[config.mk]
export PLATFORM = sky130hd
export DESIGN_NAME = scan_obstacle_avoid_command_unit
export DESIGN_NICKNAME = d
export VERILOG_FILES = /design/src/sv/soac_pkg.sv /design/src/sv/soac_scan.sv /design/src/sv/soac_bearing.sv /design/src/sv/soac_sine_rom.sv /design/src/sv/soac_scale.sv /design/src/sv/scan_obstacle_avoid_command_unit.sv
export SDC_FILE = /design/constraint.sdc
export NUM_CORES = 2
export LEC_CHECK = 0
export ABC_AREA = 1
export BUFFER_PORTS_ARGS = -buffer_cell sky130_fd_sc_hd__clkbuf_2
export CAP_MARGIN = 20
export CELL_PAD_IN_SITES_DETAIL_PLACEMENT = 1
export CELL_PAD_IN_SITES_GLOBAL_PLACEMENT = 2
export CORE_AREA = 3 3 329 331
export CTS_BUF_LIST = sky130_fd_sc_hd__clkbuf_8
export CTS_CLUSTER_SIZE = 30
export DETAILED_ROUTE_END_ITERATION = 10
export DIE_AREA = 0 0 332 334
export PLACE_DENSITY = 0.83
export RECOVER_POWER = 50
export SLEW_MARGIN = 40
export SYNTH_ARGS = -nofsm -noshare
export SYNTH_HDL_FRONTEND = slang
export SYNTH_SLANG_ARGS = --single-unit
[constraint.sdc]
create_clock -name clk -period 7.3 [get_ports clk]
set_clock_uncertainty 0.1 [all_clocks]
set_input_delay 1.46 -clock clk [delete_from_list [all_inputs] [get_ports clk]]
set_output_delay 1.46 -clock clk [all_outputs]
set_load 0.05 [all_outputs]
[src/sv/soac_pkg.sv]
`default_nettype none
package soac_pkg;

  localparam int unsigned SCAN_POINTS_DEF = 681;
  localparam int          START_ANGLE_Q16 = -7833780;
  localparam int          ANGLE_STEP_Q16  = 23041;

  // floor(2^22 / 360), quotient estimate is exact or one low
  localparam logic [13:0] DEG_RECIP = 14'd11650;

  localparam logic [15:0]        CRIT_THR_RST   = 16'd250;
  localparam logic [15:0]        MIN_VALID_RST  = 16'd50;
  localparam logic [15:0]        FWD_THR_RST    = 16'd1000;
  localparam logic [14:0]        GAIN_RST       = 15'd768;
  localparam logic signed [15:0] FWD_PITCH_RST  = 16'sd512;
  localparam logic signed [15:0] TURN_CMD_RST   = 16'sd1280;
  localparam logic [9:0]         CONE_FIRST_RST = 10'd213;
  localparam logic [9:0]         CONE_LAST_RST  = 10'd467;

  typedef enum logic [1:0] {
    MODE_ESCAPE  = 2'd0,
    MODE_FORWARD = 2'd1,
    MODE_TURN    = 2'd2
  } mode_t;

  typedef enum logic [2:0] {
    CFG_CRIT_THR   = 3'd0,
    CFG_MIN_VALID  = 3'd1,
    CFG_FWD_THR    = 3'd2,
    CFG_GAIN       = 3'd3,
    CFG_FWD_PITCH  = 3'd4,
    CFG_TURN_CMD   = 3'd5,
    CFG_CONE_FIRST = 3'd6,
    CFG_CONE_LAST  = 3'd7
  } cfg_idx_t;

  typedef struct packed {
    logic [15:0]        crit_thr;
    logic [15:0]        min_valid;
    logic [15:0]        fwd_thr;
    logic [14:0]        gain;
    logic signed [15:0] fwd_pitch;
    logic signed [15:0] turn_cmd;
    logic [9:0]         cone_first;
    logic [9:0]         cone_last;
  } cfg_t;

  typedef struct packed {
    logic        crit;
    logic        blocked;
    logic [31:0] acc;
  } scan_sum_t;

  typedef struct packed {
    logic [6:0] sin_idx;
    logic       sin_neg;
    logic [6:0] cos_idx;
    logic       cos_neg;
  } trig_addr_t;

  localparam logic [15:0] SINE_LUT [0:90] = '{
    16'd0,     16'd572,   16'd1144,  16'd1715,  16'd2286,  16'd2856,  16'd3425,
    16'd3993,  16'd4560,  16'd5126,  16'd5690,  16'd6252,  16'd6813,  16'd7371,
    16'd7927,  16'd8481,  16'd9032,  16'd9580,  16'd10126, 16'd10668, 16'd11207,
    16'd11743, 16'd12275, 16'd12803, 16'd13328, 16'd13848, 16'd14365, 16'd14876,
    16'd15384, 16'd15886, 16'd16384, 16'd16877, 16'd17364, 16'd17847, 16'd18324,
    16'd18795, 16'd19261, 16'd19720, 16'd20174, 16'd20622, 16'd21063, 16'd21498,
    16'd21926, 16'd22348, 16'd22763, 16'd23170, 16'd23571, 16'd23965, 16'd24351,
    16'd24730, 16'd25102, 16'd25466, 16'd25822, 16'd26170, 16'd26510, 16'd26842,
    16'd27166, 16'd27482, 16'd27789, 16'd28088, 16'd28378, 16'd28660, 16'd28932,
    16'd29197, 16'd29452, 16'd29698, 16'd29935, 16'd30163, 16'd30382, 16'd30592,
    16'd30792, 16'd30983, 16'd31164, 16'd31336, 16'd31499, 16'd31651, 16'd31795,
    16'd31928, 16'd32052, 16'd32166, 16'd32270, 16'd32365, 16'd32449, 16'd32524,
    16'd32588, 16'd32643, 16'd32688, 16'd32716, 16'd32748, 16'd32763, 16'd32768
  };

  function automatic logic [15:0] sine_q15(input logic [6:0] k);
    logic [15:0] s;
    if (k > 7'd90) begin
      s = 16'd0;
    end else begin
      s = SINE_LUT[k];
    end
    return s;
  endfunction

endpackage
`default_nettype wire

[src/sv/soac_scan.sv]
`default_nettype none
module soac_scan
  import soac_pkg::*;
#(
  parameter int unsigned SCAN_POINTS = SCAN_POINTS_DEF
) (
  input  wire logic        clk,
  input  wire logic        rst_n,
  input  wire logic        accept,
  input  wire logic [15:0] range_mm,
  input  wire logic        last_sample,
  input  wire cfg_t        cfg,
  output scan_sum_t        sum
);

  localparam int unsigned IDX_W = $clog2(SCAN_POINTS);

  logic [IDX_W-1:0] idx_r;
  logic [31:0]      acc_r;
  logic [31:0]      crit_acc_r;
  logic             crit_seen_r;
  logic             blocked_r;
  logic             crit_hit;
  logic             cone_hit;
  logic             at_end;

  assign crit_hit = (range_mm > cfg.min_valid) && (range_mm < cfg.crit_thr);
  assign cone_hit = (10'(idx_r) >= cfg.cone_first) && (10'(idx_r) <= cfg.cone_last) &&
                    (range_mm < cfg.fwd_thr);
  assign at_end   = (idx_r == IDX_W'(SCAN_POINTS - 1));

  assign sum.crit    = crit_seen_r | crit_hit;
  assign sum.blocked = blocked_r | cone_hit;
  assign sum.acc     = crit_hit ? acc_r : crit_acc_r;

  always_ff @(posedge clk) begin
    if (!rst_n) begin
      idx_r       <= '0;
      acc_r       <= 32'(START_ANGLE_Q16);
      crit_seen_r <= 1'b0;
      blocked_r   <= 1'b0;
    end else if (accept) begin
      if (last_sample) begin
        idx_r       <= '0;
        acc_r       <= 32'(START_ANGLE_Q16);
        crit_seen_r <= 1'b0;
        blocked_r   <= 1'b0;
      end else begin
        if (crit_hit) begin
          crit_seen_r <= 1'b1;
        end
        if (cone_hit) begin
          blocked_r <= 1'b1;
        end
        if (!at_end) begin
          idx_r <= idx_r + 1'b1;
          acc_r <= acc_r + 32'(ANGLE_STEP_Q16);
        end
      end
    end
  end

  always_ff @(posedge clk) begin
    if (!rst_n) begin
      crit_acc_r <= '0;
    end else if (accept && !last_sample && crit_hit) begin
      crit_acc_r <= acc_r;
    end
  end

endmodule
`default_nettype wire

[src/sv/soac_bearing.sv]
`default_nettype none
module soac_bearing
  import soac_pkg::*;
(
  input  wire logic        clk,
  input  wire logic [5:2]  en,
  input  wire logic [31:0] acc,
  output trig_addr_t       addr
);

  typedef struct packed {
    logic       neg;
    logic [6:0] idx;
  } fold_t;

  function automatic fold_t fold(input logic [8:0] u);
    logic [8:0] v;
    fold_t      f;
    if (u <= 9'd90) begin
      v     = u;
      f.neg = 1'b0;
    end else if (u <= 9'd180) begin
      v     = 9'd180 - u;
      f.neg = 1'b0;
    end else if (u <= 9'd270) begin
      v     = u - 9'd180;
      f.neg = 1'b1;
    end else begin
      v     = 9'd360 - u;
      f.neg = 1'b1;
    end
    f.idx = v[6:0];
    return f;
  endfunction

  logic [15:0] mag2_r;
  logic        neg2_r;
  logic [7:0]  q3_r;
  logic [15:0] mag3_r;
  logic        neg3_r;
  logic [8:0]  r4_r;
  logic        neg4_r;
  trig_addr_t  addr5_r;

  logic [31:0] acc_neg;
  logic [29:0] prod3;
  logic [16:0] qm4;
  logic [16:0] rem4;
  logic [16:0] rem4_fix;
  logic [8:0]  t5;
  logic [9:0]  us_raw;
  logic [9:0]  uc_raw;
  logic [9:0]  us;
  logic [9:0]  uc;
  fold_t       fs;
  fold_t       fc;

  // magnitude of the whole-degree part, truncated toward zero
  assign acc_neg = 32'd0 - acc;
  assign prod3   = 30'(mag2_r) * 30'(DEG_RECIP);
  assign qm4     = 17'(q3_r) * 17'd360;
  assign rem4    = 17'(mag3_r) - qm4;
  assign rem4_fix = (rem4 >= 17'd360) ? rem4 - 17'd360 : rem4;

  always_comb begin
    t5     = (neg4_r && (r4_r != 9'd0)) ? 9'd360 - r4_r : r4_r;
    us_raw = 10'(t5) + 10'd180;
    uc_raw = 10'(t5) + 10'd270;
    us     = (us_raw >= 10'd360) ? us_raw - 10'd360 : us_raw;
    uc     = (uc_raw >= 10'd360) ? uc_raw - 10'd360 : uc_raw;
    fs     = fold(us[8:0]);
    fc     = fold(uc[8:0]);
  end

  always_ff @(posedge clk) begin
    if (en[2]) begin
      mag2_r <= acc[31] ? acc_neg[31:16] : acc[31:16];
      neg2_r <= acc[31];
    end
    if (en[3]) begin
      q3_r   <= prod3[29:22];
      mag3_r <= mag2_r;
      neg3_r <= neg2_r;
    end
    if (en[4]) begin
      r4_r   <= rem4_fix[8:0];
      neg4_r <= neg3_r;
    end
    if (en[5]) begin
      addr5_r.sin_idx <= fs.idx;
      addr5_r.sin_neg <= fs.neg;
      addr5_r.cos_idx <= fc.idx;
      addr5_r.cos_neg <= fc.neg;
    end
  end

  assign addr = addr5_r;

endmodule
`default_nettype wire

[src/sv/soac_sine_rom.sv]
`default_nettype none
module soac_sine_rom
  import soac_pkg::*;
(
  input  wire logic        clk,
  input  wire logic        en,
  input  wire trig_addr_t  addr,
  output logic [15:0]      sin_mag,
  output logic [15:0]      cos_mag
);

  logic [15:0] sin_r;
  logic [15:0] cos_r;

  always_ff @(posedge clk) begin
    if (en) begin
      sin_r <= sine_q15(addr.sin_idx);
      cos_r <= sine_q15(addr.cos_idx);
    end
  end

  assign sin_mag = sin_r;
  assign cos_mag = cos_r;

endmodule
`default_nettype wire

[src/sv/soac_scale.sv]
`default_nettype none
module soac_scale
  import soac_pkg::*;
(
  input  wire logic        clk,
  input  wire logic        en,
  input  wire logic [14:0] gain,
  input  wire logic [15:0] sin_mag,
  input  wire logic [15:0] cos_mag,
  output logic [15:0]      roll_mag,
  output logic [15:0]      pitch_mag
);

  logic [31:0] roll_prod;
  logic [31:0] pitch_prod;
  logic [15:0] roll_r;
  logic [15:0] pitch_r;

  // q15 product, rounded half up
  assign roll_prod  = 32'(gain) * 32'(sin_mag) + 32'd16384;
  assign pitch_prod = 32'(gain) * 32'(cos_mag) + 32'd16384;

  always_ff @(posedge clk) begin
    if (en) begin
      roll_r  <= roll_prod[30:15];
      pitch_r <= pitch_prod[30:15];
    end
  end

  assign roll_mag  = roll_r;
  assign pitch_mag = pitch_r;

endmodule
`default_nettype wire

[src/sv/scan_obstacle_avoid_command_unit.sv]
// Laser scan obstacle avoidance command unit. Range samples of one scan enter
// one per clock while in_stall is low, with no gaps required; each sample only
// updates the running bearing, the critical and forward-cone flags. The sample
// marked last closes the scan and launches one command into an eight-stage
// result pipeline (degree reduction, sine table read, gain multiply, output
// register). A new scan may start on the very next cycle; up to eight commands
// can be in flight, and the input stalls only when the first pipeline stage is
// full, which happens only under a sustained output stall. Configuration
// is taken on any cycle with cfg_we high and should only change while no
// command is in flight.
`default_nettype none
module scan_obstacle_avoid_command_unit
  import soac_pkg::*;
#(
  parameter int unsigned SCAN_POINTS = SCAN_POINTS_DEF
) (
  input  wire logic               clk,
  input  wire logic               rst_n,
  input  wire logic               in_valid,
  output logic                    in_stall,
  input  wire logic [15:0]        in_range_mm,
  input  wire logic               in_last_sample,
  output logic                    out_valid,
  input  wire logic               out_stall,
  output logic signed [15:0]      out_pitch_cmd,
  output logic signed [15:0]      out_roll_cmd,
  output logic signed [15:0]      out_yaw_cmd,
  output logic [1:0]              out_mode,
  input  wire logic               cfg_we,
  input  wire logic [2:0]         cfg_index,
  input  wire logic [15:0]        cfg_wdata
);

  cfg_t        cfg_r;
  scan_sum_t   sum;
  trig_addr_t  addr5;

  logic [8:1]  vld_r;
  logic [8:1]  vld_nxt;
  logic [8:1]  en;
  logic        accept;
  logic        push;

  logic [31:0] acc1_r;
  mode_t       mode_r [1:7];
  mode_t       mode1_nxt;
  logic [1:0]  sgn6_r;
  logic [1:0]  sgn7_r;
  logic [15:0] sin_mag;
  logic [15:0] cos_mag;
  logic [15:0] roll_mag;
  logic [15:0] pitch_mag;

  logic signed [15:0] pitch_nxt;
  logic signed [15:0] roll_nxt;
  logic signed [15:0] yaw_nxt;
  logic signed [15:0] pitch_r;
  logic signed [15:0] roll_r;
  logic signed [15:0] yaw_r;
  logic [1:0]         mode_out_r;

  // configuration registers
  always_ff @(posedge clk) begin
    if (!rst_n) begin
      cfg_r.crit_thr   <= CRIT_THR_RST;
      cfg_r.min_valid  <= MIN_VALID_RST;
      cfg_r.fwd_thr    <= FWD_THR_RST;
      cfg_r.gain       <= GAIN_RST;
      cfg_r.fwd_pitch  <= FWD_PITCH_RST;
      cfg_r.turn_cmd   <= TURN_CMD_RST;
      cfg_r.cone_first <= CONE_FIRST_RST;
      cfg_r.cone_last  <= CONE_LAST_RST;
    end else if (cfg_we) begin
      unique case (cfg_idx_t'(cfg_index))
        CFG_CRIT_THR:   cfg_r.crit_thr   <= cfg_wdata;
        CFG_MIN_VALID:  cfg_r.min_valid  <= cfg_wdata;
        CFG_FWD_THR:    cfg_r.fwd_thr    <= cfg_wdata;
        CFG_GAIN:       cfg_r.gain       <= cfg_wdata[14:0];
        CFG_FWD_PITCH:  cfg_r.fwd_pitch  <= $signed(cfg_wdata);
        CFG_TURN_CMD:   cfg_r.turn_cmd   <= $signed(cfg_wdata);
        CFG_CONE_FIRST: cfg_r.cone_first <= cfg_wdata[9:0];
        CFG_CONE_LAST:  cfg_r.cone_last  <= cfg_wdata[9:0];
      endcase
    end
  end

  // pipeline flow control, bubbles collapse
  always_comb begin
    en[8] = !vld_r[8] || !out_stall;
    for (int k = 7; k >= 1; k--) begin
      en[k] = !vld_r[k] || en[k+1];
    end
  end

  assign in_stall = !en[1];
  assign accept   = in_valid && en[1];
  assign push     = accept && in_last_sample;

  always_comb begin
    vld_nxt = vld_r;
    if (en[1]) begin
      vld_nxt[1] = push;
    end
    for (int k = 2; k <= 8; k++) begin
      if (en[k]) begin
        vld_nxt[k] = vld_r[k-1];
      end
    end
  end

  always_ff @(posedge clk) begin
    if (!rst_n) begin
      vld_r <= '0;
    end else begin
      vld_r <= vld_nxt;
    end
  end

  soac_scan #(
    .SCAN_POINTS (SCAN_POINTS)
  ) u_scan (
    .clk         (clk),
    .rst_n       (rst_n),
    .accept      (accept),
    .range_mm    (in_range_mm),
    .last_sample (in_last_sample),
    .cfg         (cfg_r),
    .sum         (sum)
  );

  always_comb begin
    if (sum.crit) begin
      mode1_nxt = MODE_ESCAPE;
    end else if (!sum.blocked) begin
      mode1_nxt = MODE_FORWARD;
    end else begin
      mode1_nxt = MODE_TURN;
    end
  end

  always_ff @(posedge clk) begin
    if (en[1]) begin
      acc1_r    <= sum.acc;
      mode_r[1] <= mode1_nxt;
    end
    for (int k = 2; k <= 7; k++) begin
      if (en[k]) begin
        mode_r[k] <= mode_r[k-1];
      end
    end
    if (en[6]) begin
      sgn6_r <= {addr5.sin_neg, addr5.cos_neg};
    end
    if (en[7]) begin
      sgn7_r <= sgn6_r;
    end
  end

  soac_bearing u_bearing (
    .clk  (clk),
    .en   (en[5:2]),
    .acc  (acc1_r),
    .addr (addr5)
  );

  soac_sine_rom u_rom (
    .clk     (clk),
    .en      (en[6]),
    .addr    (addr5),
    .sin_mag (sin_mag),
    .cos_mag (cos_mag)
  );

  soac_scale u_scale (
    .clk       (clk),
    .en        (en[7]),
    .gain      (cfg_r.gain),
    .sin_mag   (sin_mag),
    .cos_mag   (cos_mag),
    .roll_mag  (roll_mag),
    .pitch_mag (pitch_mag)
  );

  // command select
  always_comb begin
    pitch_nxt = '0;
    roll_nxt  = '0;
    yaw_nxt   = '0;
    case (mode_r[7])
      MODE_ESCAPE: begin
        pitch_nxt = sgn7_r[0] ? $signed(16'd0 - pitch_mag) : $signed(pitch_mag);
        roll_nxt  = sgn7_r[1] ? $signed(16'd0 - roll_mag) : $signed(roll_mag);
      end
      MODE_FORWARD: begin
        pitch_nxt = cfg_r.fwd_pitch;
      end
      MODE_TURN: begin
        yaw_nxt = cfg_r.turn_cmd;
      end
      default: begin
        pitch_nxt = '0;
      end
    endcase
  end

  always_ff @(posedge clk) begin
    if (en[8]) begin
      pitch_r    <= pitch_nxt;
      roll_r     <= roll_nxt;
      yaw_r      <= yaw_nxt;
      mode_out_r <= mode_r[7];
    end
  end

  assign out_valid     = vld_r[8];
  assign out_pitch_cmd = pitch_r;
  assign out_roll_cmd  = roll_r;
  assign out_yaw_cmd   = yaw_r;
  assign out_mode      = mode_out_r;

  a_stage1_hold: assert property (@(posedge clk) disable iff (!rst_n)
    vld_r[1] && !en[1] |=> vld_r[1] && $stable(acc1_r))
    else $error("stalled first stage lost its request");

  a_push_fills: assert property (@(posedge clk) disable iff (!rst_n)
    push |=> vld_r[1])
    else $error("last sample did not enter the result pipeline");

  a_out_drain: assert property (@(posedge clk) disable iff (!rst_n)
    out_valid && !out_stall && !vld_r[7] |=> !out_valid)
    else $error("command repeated after it was taken");

endmodule
`default_nettype wire

==> out/metrics.yaml <==
clock_tree:
  cts.reportedPaths.clkPinSlew_ns: 0.06
  clock_path_buffers: 3
  cts_root_buffer: "clkbuf_8"
  cts_setup_buffers: 0
  htree_levels: 3
  clock_sink_count: 430
  cts_hold_buf: 0
  clock_latency_ns: 0.71
  cts-buffers-inserted: 84
  cts_tree: "yes"
  cts_resized: 0
setup_path:
  reg2reg_from: "cfg_r[62]$_SDFFE_PN0P_"
  critPathKind: "reg2reg"
  cp-endpoint: "u_scale.roll_mag[14]$_DFFE_PP_"
  critPathLaunch: "cfg_r[62]$_SDFFE_PN0P_"
  ff2ff_path_depth: 20
  cp_data_arrival_time_ns: 7.11
  cp-start-kind: "register"
  crit_family: "adder cells"
  worst-path-stages: 20
  ff2ff_setup_slack_ns: 0.53
  cp-end-kind: "register"
  crit_fanout: 21
  max_stage_delay_ns: 0.73
  crit_chain: "buf_4 > nand2_1 > fa_1 > inv_1 > fa_1 > fa_1 > fa_1 > fa_1 > inv_1 > fa_1 > inv_1 > ha_1 > nand2_1 > nor4_1 > nand3_1 > nand3_1 > nand2_1 > o211ai_1 > a21oi_1 > xor2_1"
  cpMaxStageDelayCell: "dfxtp_1"
  crit_required_ns: 7.64
  r2r-end: "u_scale.roll_mag[14]$_DFFE_PP_"
  worst-path-buf-inv: 4
  path_common_cell: "fa_1"
logic_synthesis:
  synth_flop_cell: "edfxtp_1"
  yosysWarningCount: 0
  synth_edf_count: 231
  yosys.area.top_type: "fa_1"
  postSynthCellCount: 5340
  async_flop_share_pct: 0
  yosys-top-cells-count: "1085 x inv_1, 1046 x nand2_1, 447 x ha_1"
  synth_cell_types: 71
  ys_top_cells_by_area: "fa_1 19%, edfxtp_1 16%, ha_1 13%"
  ys_ff_latch: 430
  syn_nets: 6244
  synth.cell_area_um2: 43300
  netlist.area_leader.share_pct: 19.3
  yosysSeqAreaShare_pct: 25.2
  avgSynthCellArea_um2: 8.10
  synthMostInstantiatedCell: "inv_1"
floorplanning:
  die_x_um: 332
  die_area_um2: 111000
  dieHeight_um: 334
  pin_count: 93
  rows: 119
  start_util_pct: 41.0
  coreArea_um2: 105000
run_status:
  outcome: "complete, but fails checks"
  violations: "capacitance limit, slew limit"
drt:
  ant_nets: 0
  drtIter0Drc: 1647
  dr.pass1.iters: 5
  avgRoutedWirePerCell_um: 18.4
  drt-total-wl_mm: 126
  vias_per_cell: 5.17
  drc: 0
  num_vias: 35400
hold_path:
  hold_path.class: "reg2reg"
final_layout:
  fin_nets: 6278
  register_area_um2: 10900
  n_fill_cell: 12800
  multiInputGateArea_um2: 27400
  instances_no_fill: 6839
  drive_gt1_share_pct: 7.18
  area_growth_pct: 8.87
sta:
  finalCritPeriodShare_pct: 92.7
  slew_violations: 304
  period_needed_ns: 6.77
  fmax_mhz: 148
  tightest_slew_ns: 3.51
  rsz0062_at_grt: "false"
  timing.final.ws_setup_ns: 0.530
  hold_viol: 0
  slew_headroom_pct: -134
  fin_setup_tns_ns: 0
  setup_viol: 0
global_route:
  grt_use_met3_pct: 2.41
  grt_max_degree: 85
  antenna_found_initial: 4
  grt_pass1_wl_mm: 206
  busiest_layer: "met2"
  grt_pass1_vias: 38000
  grtUsageMet2_pct: 40.4
  grtUsageMet1_pct: 30.5
  grt.total_usage_pct: 22.9
  grt_overflow_total: 0
placement:
  dp.cells: 6679
  place_congestion: 0.909
  dp.final_hpwl_mm: 97.9
  io_buffers: 92
  post-place-ws_ns: 0.512
run:
  maxCapViolCount: 6
-- how the worst min path moves through the flow --
| stage | from | end | slack, ns | cells after the start |
|---|---|---|---|---|
| detailed placement | mode_r[0][9]$_DFFE_PP_ | mode_r[0][11]$_DFFE_PP_ | 0.31 | 0 |
| global route | mode_r[0][7]$_DFFE_PP_ | mode_r[0][9]$_DFFE_PP_ | 0.29 | 0 |
| floorplan | mode_r[0][8]$_DFFE_PP_ | mode_r[0][10]$_DFFE_PP_ | 0.30 | 0 |
| global placement | mode_r[0][8]$_DFFE_PP_ | mode_r[0][10]$_DFFE_PP_ | 0.30 | 0 |
| finish | mode_r[0][7]$_DFFE_PP_ | mode_r[0][9]$_DFFE_PP_ | 0.28 | 0 |
| CTS | mode_r[0][7]$_DFFE_PP_ | mode_r[0][9]$_DFFE_PP_ | 0.28 | 0 |
-- sequential cells by signal, summed over array words and instances, names as in the netlist, 14 cells and up --
register,count
out_pitch_cmd,16
u_scan.crit_acc_r,32
u_bearing.addr,15
u_rom.sin_mag,16
u_scale.pitch_mag,16
acc1_r,32
u_scale.roll_mag,16
out_roll_cmd,16
u_scan.acc_r,32
u_bearing.mag3_r,16
out_yaw_cmd,16
u_bearing.mag2_r,16
mode_r,14
u_rom.cos_mag,16
cfg_r,115
-- layout make-up --
cell class	instances	area share, %
inverters	1117	8.94
well taps	1391	3.70
flip-flops and latches	430	23.2
multi-input cells	3594	58.1
diodes	3	0.0159
clock inverters	56	1.21
clock buffers	101	2.95
repair buffers	147	1.86
-- logic make-up after synthesis --
family	Yosys count	synth area share (%)
AOI/OAI and AO/OA	863	11.3
DFF	430	25.2
buffers and inverters	1316	11.5
xor gates and xnor gates	111	2.35
adders and majority gates	863	32.2
and+or+nand+nor	1757	17.5
-- per-stage QoR --
stage / cell area, um^2 / hold slack, ns / utilization [%]
after CTS: 47100 / 0.284 / 44.7
after global placement: 45200 / 0.301 / 42.9
after global routing: 47100 / 0.295 / 44.7
final: 47100 / 0.281 / 44.7
after detailed placement: 45200 / 0.306 / 42.9
after floorplan: 43300 / 0.300 / -
-- cell usage in the layout, fill, tap and decap left out, drive strengths merged, types with 8 or more instances in the layout --
cell       n
o21ai    344
o31ai     14
nor4      15
fa       416
or2       10
buf       47
inv     1129
edfxtp   231
nand4     42
o221ai     9
xor2      78
xnor2     33
a21oi    332
a211oi    18
a21o       9
nand3    177
clkinv    32
ha       447
clkbuf   201
a32o       8
nand2   1099
bufinv    11
nor2     322
a221oi    16
nor3      71
dfxtp    199
o211ai    38
a31oi     19
-- layer usage --
metal	vias to the layer above	routed length (um)	share of wire, %
met4	0	2600	2.1
met2	545	61500	49
li1	17100	-	-
met5	-	0	0
met3	167	3900	3.1
met1	17600	57800	46
Power is left out: the tool's default activity adds up to more than one toggle a clock period on the data nets, which glitch-free logic cannot reach.
